`src/rtl/cfa_div.sv`:
```
// Pipelined restoring divider: rounded (num << FRAC_BITS) / den, one quotient bit per stage.
`timescale 1ns / 1ps

module cfa_div #(
    parameter int DATA_WIDTH = 16,
    parameter int FRAC_BITS  = 8
) (
    input  logic                      i_clk,
    input  logic [2*DATA_WIDTH-1:0]   i_num,
    input  logic [2*DATA_WIDTH-1:0]   i_den,
    output logic [DATA_WIDTH+1:0]     o_quot
);

    localparam int NW = 2 * DATA_WIDTH;
    localparam int QB = DATA_WIDTH + 1;
    localparam int RW = NW + DATA_WIDTH + FRAC_BITS + 2;

    logic [RW-1:0]   r_rem [0:QB];
    logic [NW-1:0]   r_den [0:QB];
    logic [QB-1:0]   r_q   [0:QB];
    logic            r_ovr [0:QB];
    logic [QB:0]     r_quot;

    logic [RW-1:0]   w_x;
    logic            w_rnd;

    assign w_x = RW'(i_num) << FRAC_BITS;

    // Quotients that do not fit in QB bits saturate anyway, so they are only flagged.
    always_ff @(posedge i_clk) begin
        r_rem[0] <= w_x;
        r_den[0] <= i_den;
        r_q[0]   <= '0;
        r_ovr[0] <= w_x >= (RW'(i_den) << QB);
    end

    for (genvar j = 1; j <= QB; j++) begin : g_step
        localparam int K = QB - j;
        logic [RW-1:0] w_sh;
        logic          w_ge;

        assign w_sh = RW'(r_den[j-1]) << K;
        assign w_ge = r_rem[j-1] >= w_sh;

        always_ff @(posedge i_clk) begin
            r_rem[j] <= w_ge ? (r_rem[j-1] - w_sh) : r_rem[j-1];
            r_q[j]   <= r_q[j-1] | (QB'(w_ge) << K);
            r_den[j] <= r_den[j-1];
            r_ovr[j] <= r_ovr[j-1];
        end
    end

    // Round to nearest, ties away from zero: bump when twice the remainder reaches the divisor.
    assign w_rnd = (r_rem[QB] << 1) >= RW'(r_den[QB]);

    always_ff @(posedge i_clk) begin
        if (r_ovr[QB]) begin
            r_quot <= (QB+1)'(1) << QB;
        end else begin
            r_quot <= {1'b0, r_q[QB]} + (QB+1)'(w_rnd);
        end
    end

    assign o_quot = r_quot;

endmodule

```
`config.mk`:
```
export PLATFORM = sky130hd
export DESIGN_NAME = cfa_div
export DESIGN_NICKNAME = d
export VERILOG_FILES = /design/src/rtl/cfa_div.sv
export SDC_FILE = /design/constraint.sdc
export NUM_CORES = 2
export LEC_CHECK = 0
export ABC_CLOCK_PERIOD_IN_PS = 3800
export BUFFER_PORTS_ARGS = -buffer_cell sky130_fd_sc_hd__buf_4
export CAP_MARGIN = 20
export CORE_MARGIN = 2
export CORE_UTILIZATION = 40
export CTS_CLUSTER_DIAMETER = 80
export DETAILED_ROUTE_END_ITERATION = 10
export SLEW_MARGIN = 20
export SYNTH_ARGS = -nofsm -noshare
export SYNTH_HDL_FRONTEND = slang
export SYNTH_SLANG_ARGS = --single-unit
export TNS_END_PERCENT = 30
```
`constraint.sdc`:
```
create_clock -name i_clk -period 3.8 [get_ports i_clk]
set_input_delay 0.76 -clock i_clk [delete_from_list [all_inputs] [get_ports i_clk]]
set_output_delay 0.76 -clock i_clk [all_outputs]
set_load 0.1 [all_outputs]
```
Word-level counts from Yosys, hierarchy flattened
Memories as Yosys holds them, arrays and structs flattened.
Cells that the tools add are included.
{"block": "classes", "n_addsub": 18, "n_mul": 0, "div": 0, "n_lt_le_gt_ge": 19, "eq_ne": 0, "n_shift": 0, "mux": 17, "bitwise_logic": 17, "reduce_logical": 0}
{"cell": "2-to-1 mux 58 bit", "count": 17}
{"cell": ">= comparator 58 x 32 -> 1 bit", "count": 2}
{"cell": ">= comparator 58 x 33 -> 1 bit", "count": 1}
{"cell": ">= comparator 58 x 34 -> 1 bit", "count": 1}
{"cell": ">= comparator 58 x 35 -> 1 bit", "count": 1}
{"cell": ">= comparator 58 x 36 -> 1 bit", "count": 1}
{"cell": ">= comparator 58 x 37 -> 1 bit", "count": 1}
{"cell": ">= comparator 58 x 38 -> 1 bit", "count": 1}
{"cell": ">= comparator 58 x 39 -> 1 bit", "count": 1}
{"cell": ">= comparator 58 x 40 -> 1 bit", "count": 1}
{"cell": ">= comparator 58 x 41 -> 1 bit", "count": 1}
{"cell": ">= comparator 58 x 42 -> 1 bit", "count": 1}
{"cell": ">= comparator 58 x 43 -> 1 bit", "count": 1}
{"cell": ">= comparator 58 x 44 -> 1 bit", "count": 1}
{"cell": ">= comparator 58 x 45 -> 1 bit", "count": 1}
{"cell": ">= comparator 58 x 46 -> 1 bit", "count": 1}
{"cell": ">= comparator 58 x 47 -> 1 bit", "count": 1}
{"cell": ">= comparator 58 x 48 -> 1 bit", "count": 1}
{"cell": "subtractor 58 x 32 -> 58 bit", "count": 1}
{"cell": "subtractor 58 x 33 -> 58 bit", "count": 1}
{"cell": "subtractor 58 x 34 -> 58 bit", "count": 1}
{"cell": "subtractor 58 x 35 -> 58 bit", "count": 1}
{"cell": "subtractor 58 x 36 -> 58 bit", "count": 1}
{"cell": "subtractor 58 x 37 -> 58 bit", "count": 1}
{"cell": "other kinds (30)", "count": 30}
{"block": "totals", "ff_bits": 18, "latchBits": 0, "ram_bits": 1944, "rom_bits": 0, "output_inout_bits": 18, "word_cells": 76, "memories": 4}
{"memory": "r_rem", "words": 18, "word_bits": 58, "read_ports": 18, "rd_ports_with_merged_regs": 0, "wr": 18, "line_no": "18", "source": "logic [RW-1:0] r_rem [0:QB];"}
{"memory": "r_den", "words": 18, "word_bits": 32, "read_ports": 18, "rd_ports_with_merged_regs": 0, "wr": 18, "line_no": "19", "source": "logic [NW-1:0] r_den [0:QB];"}
{"memory": "r_q", "words": 18, "word_bits": 17, "read_ports": 18, "rd_ports_with_merged_regs": 0, "wr": 18, "line_no": "20", "source": "logic [QB-1:0] r_q [0:QB];"}
{"memory": "r_ovr", "words": 18, "word_bits": 1, "read_ports": 18, "rd_ports_with_merged_regs": 0, "wr": 18, "line_no": "21", "source": "logic r_ovr [0:QB];"}

Depth between registers and ports, before layout
An unclocked memory read counts as a cell.
{"block": "depth", "ltp_word": 3, "mapped_depth": 19, "depth_no_buf": 19}

Worst setup path after synthesis
OpenSTA, ideal clock, no wires.
{"block": "synth_path", "path_type": "reg2reg", "start": "memory r_rem[0][16] (netlist bit)", "end": "memory r_rem[1][22] (netlist bit)", "arrival_ns": 3.419, "path_slack_ns": 0.260, "stages_incl_launch_ff": 15, "n_path_buf": 1, "period_less_slack_ns": 3.540, "cell_sequence": "dfxtp_1 > inv_1 > ha_1 > fa_1 > nor2b_1 > o31ai_1 > a211oi_1 > o21ai_0 > a21oi_1 > a31oi_1 > o21ai_0 > a21oi_1 > a221oi_1 > clkbuf_1 > mux2_2"}
{"element": "from (decl)", "line_no": "18"}

==> impl_results.md <==
- GRT Max-Usage Layer: met2
- Fin area: 0.0920 sq mm
- Postcts setup bufs: 0
- GRT overflow: 0
- Synth warn: 0
- Fin crit share: 98.4%
- Comb power frac: 42.4%
- Setup CP Type: register to register
- Critical Path Fanout Max: 53
- Share of cells above drive strength 1: 11.0%
- Area grow syn2layout: 17.4%
- RePlAce Congestion: 0.965
- Run status: finished, final reports clean
- Final Util: 47.2%
- Flops & latches, synth: 1682
- Switching pwr: 28.6 mW
- Number of port buffers: 82
- Largest net degree at the start of global routing: 60
- Post-Route WL: 203000 um
- Worst-Skew Late Latency: 0.84 ns
- Synth Net Count: 9394
- Peak VDD IR: 415 uV
- I/O pins: 83
- Antenna viol nets, final: 0
- Drt first pass iters: 8
- Post-synthesis average cell area: 8.99 sq um
- Placed inst area: 0.0847 sq mm
- Crit path top cell by count: or4_4
- Post-synth EDFFs: 0
- Antenna violations before repair: 2
- Worst Setup End Kind: register
- Detail Placement HPWL: 162000 um
- Worst path max stage delay: 0.56 ns
- Worst slew pin tran: 0.862 ns
- Cell variety after synth: 90
- P_int: 48.4 mW
- Clock tree buffer depth: 3
- Largest cells by area after synthesis: dfxtp_1 (43%), ha_1 (9.5%), a21oi_1 (4.6%)
- DRC violations left: 0
- Final hold vios: 0
- Global-route wire length before repair: 320000 um
- GR Layer Usage met1: 18.8%
- Core Area: 0.195 sq mm
- Met3 Resource Use GR: 2.42%
- M2 GR Usage: 38.9%
- Switching portion of total power: 37.1%
- Die area: 0.199 sq mm
- Fin nets: 9885
- Max Cap Viol: 0
- CTS clock-pin slew for the worst setup and hold paths: 0.06 ns
- Final Power: 77.1 mW
- Vias: 61.9k
- Main synth FF type: dfxtp_1
- Synth Instances: 8720
- Clock sink count: 1682
- Pre-CTS setup slack: -0.282 ns
- Hold WC Path Type: register to register
- CTS tree: done
- Vias per Instance: 5.16
- Sequential fraction of the synthesis area: 43.0%
- CP startpoint kind: register
- RSZ-0062 raised after global routing: true
- Gr usage total: 20.0%
- Die Ht: 447 um
- Critical Path RT: 4.52 ns
- WL/cell: 16.9 um
- Std-Cell Rows: 162
- CTS root buffer: clkbuf_16
- Top cell type's share of synthesized area: 43.0%
- Post-synth top area cell: dfxtp_1
- Die W: 447 um
- Max-slew violations: 0
- Synthesized cell area: 0.0784 sq mm
- Leakage: 41.6 nW
- FMAX: 0.268 GHz
- Fin crit period: 3.74 ns
- CP cell instances: or4_4 -> or4_4 -> or4_4 -> or3_1 -> or4_1 -> nor2_1 -> buf_4 -> a21oi_4 -> buf_12 -> mux2_2
- Sequential power share: 33.8%
- Worst setup margin: 0.0622 ns
- Setup violators final: 0
- Vias in the first global route: 63.3k
- Clock share of power: 23.8%
- Power Dens Cells: 838 mW/mm^2
- Fin Clk Skew: 0.0417 ns
- Slowest cell on crit path: or4_4
- Initial Util: 40.2%
- H-tree depth: 4
- Rel. slew slack: 41.8%
- CP arrival: 4.45 ns
- Num CTS Buffers: 181
- Initial DRC count: 3471
- Asr flop ratio synth: 0%
## layout by cell type (no fill, tap or decap), types with 183 or more instances in the layout
| cell | n |
|---|---|
| o21ai_0 | 505 |
| nor2_1 | 630 |
| a21o_1 | 340 |
| a21oi_1 | 720 |
| xnor2_1 | 394 |
| dfxtp_1 | 1682 |
| xor2_1 | 365 |
| nand2_1 | 608 |
| inv_1 | 734 |
| clkbuf_16 | 183 |
| ha_1 | 592 |
| buf_4 | 481 |
## metal layers
metal / wire length, um / up-vias
met5: 0 / -
met4: 15800 / 0
met3: 5790 / 703
met2: 107000 / 1436
met1: 74300 / 28400
li1: - / 31400
## sequential cells by signal, summed over array words and instances, names as in the netlist
name    flops
r_ovr      18
r_den     576
r_q       153
r_rem     917
o_quot     18
## metrics by stage
| stage | cells | setup TNS [ns] | hold WS, ns |
|---|---|---|---|
| final | 12000 | 0 | 0.322 |
| after global routing | 12000 | -0.0675 | 0.327 |
| after CTS | 12000 | 0 | 0.323 |
| after detailed placement | 11600 | -1.79 | 0.312 |
| after global placement | 11600 | -2.82 | 0.310 |
| after floorplan | 8720 | 0 | 0.310 |
## layout make-up
cell class	count	area, sq um
well taps	2624	3280
repair buffers	561	4560
diodes	2	5.00
inverters	741	2780
fillers	18400	103000
multi-input cells	6044	41300
clock inverters	73	1020
flip-flops and latches	1682	33700
clock buffers	267	5410
## worst max-delay path: cells and delay by family, from the launching register on
| family | cells | cell delay [ns] |
|---|---|---|
| simple gates | 6 | 2.54 |
| buf+inv | 2 | 0.36 |
| flops | 1 | 0.31 |
| mux | 1 | 0.31 |
| compound gates | 1 | 0.08 |
## cells in the mapped netlist (all sizes together), types with 69 or more instances
library cell,n
a21o,341
a21oi,723
clkbuf,227
dfxtp,1682
ha,592
inv,740
mux2,94
nand2,608
nand2b,96
nand3,154
nand4,139
nor2,630
nor2b,89
nor3,165
nor4,124
o21a,72
o21ai,510
o21bai,69
or3,81
xnor2,394
xor2,365
## power by group through the flow
stage / Combinational, mW / Clock, mW / Sequential (mW)
floorplan: 23.3 / 0 / 25.1
global placement: 31.7 / 0 / 26.4
detailed placement: 32.1 / 0 / 26.4
CTS: 32.4 / 18.9 / 26.0
global route: 36.1 / 19.6 / 26.5
finish: 32.6 / 18.4 / 26.1
## worst paths after layout
path | slack, ns | depth (start not counted) | to | startpoint
setup / recovery | 0.06 | 10 | r_rem[15][6] | r_rem[14][44]
hold / removal | 0.32 | 0 | r_q[6][15] | r_q[5][15]
setup reg to reg | 0.06 | 10 | r_rem[15][6] | r_rem[14][44]
hold reg to reg | 0.32 | 0 | r_q[6][15] | r_q[5][15]
## what timing repair did
item | CTS | global route
pin swaps | 0 | 5
setup endpoints to repair | 30 | 125
endpoints found under the hold margin | 64 | 0
gates resized for setup | 9 | 31
hold buffers | 64 | 0
## cells by family after synthesis
kind of cell | share of synthesized area [%]
mux | 1.43
compound gates | 17.1
simple gates | 15.4
flops | 43.0
fa+ha+maj | 9.89
xor+xnor | 8.48
buf+inv | 4.80
Note: power is estimated with default switching activity, not from simulation.
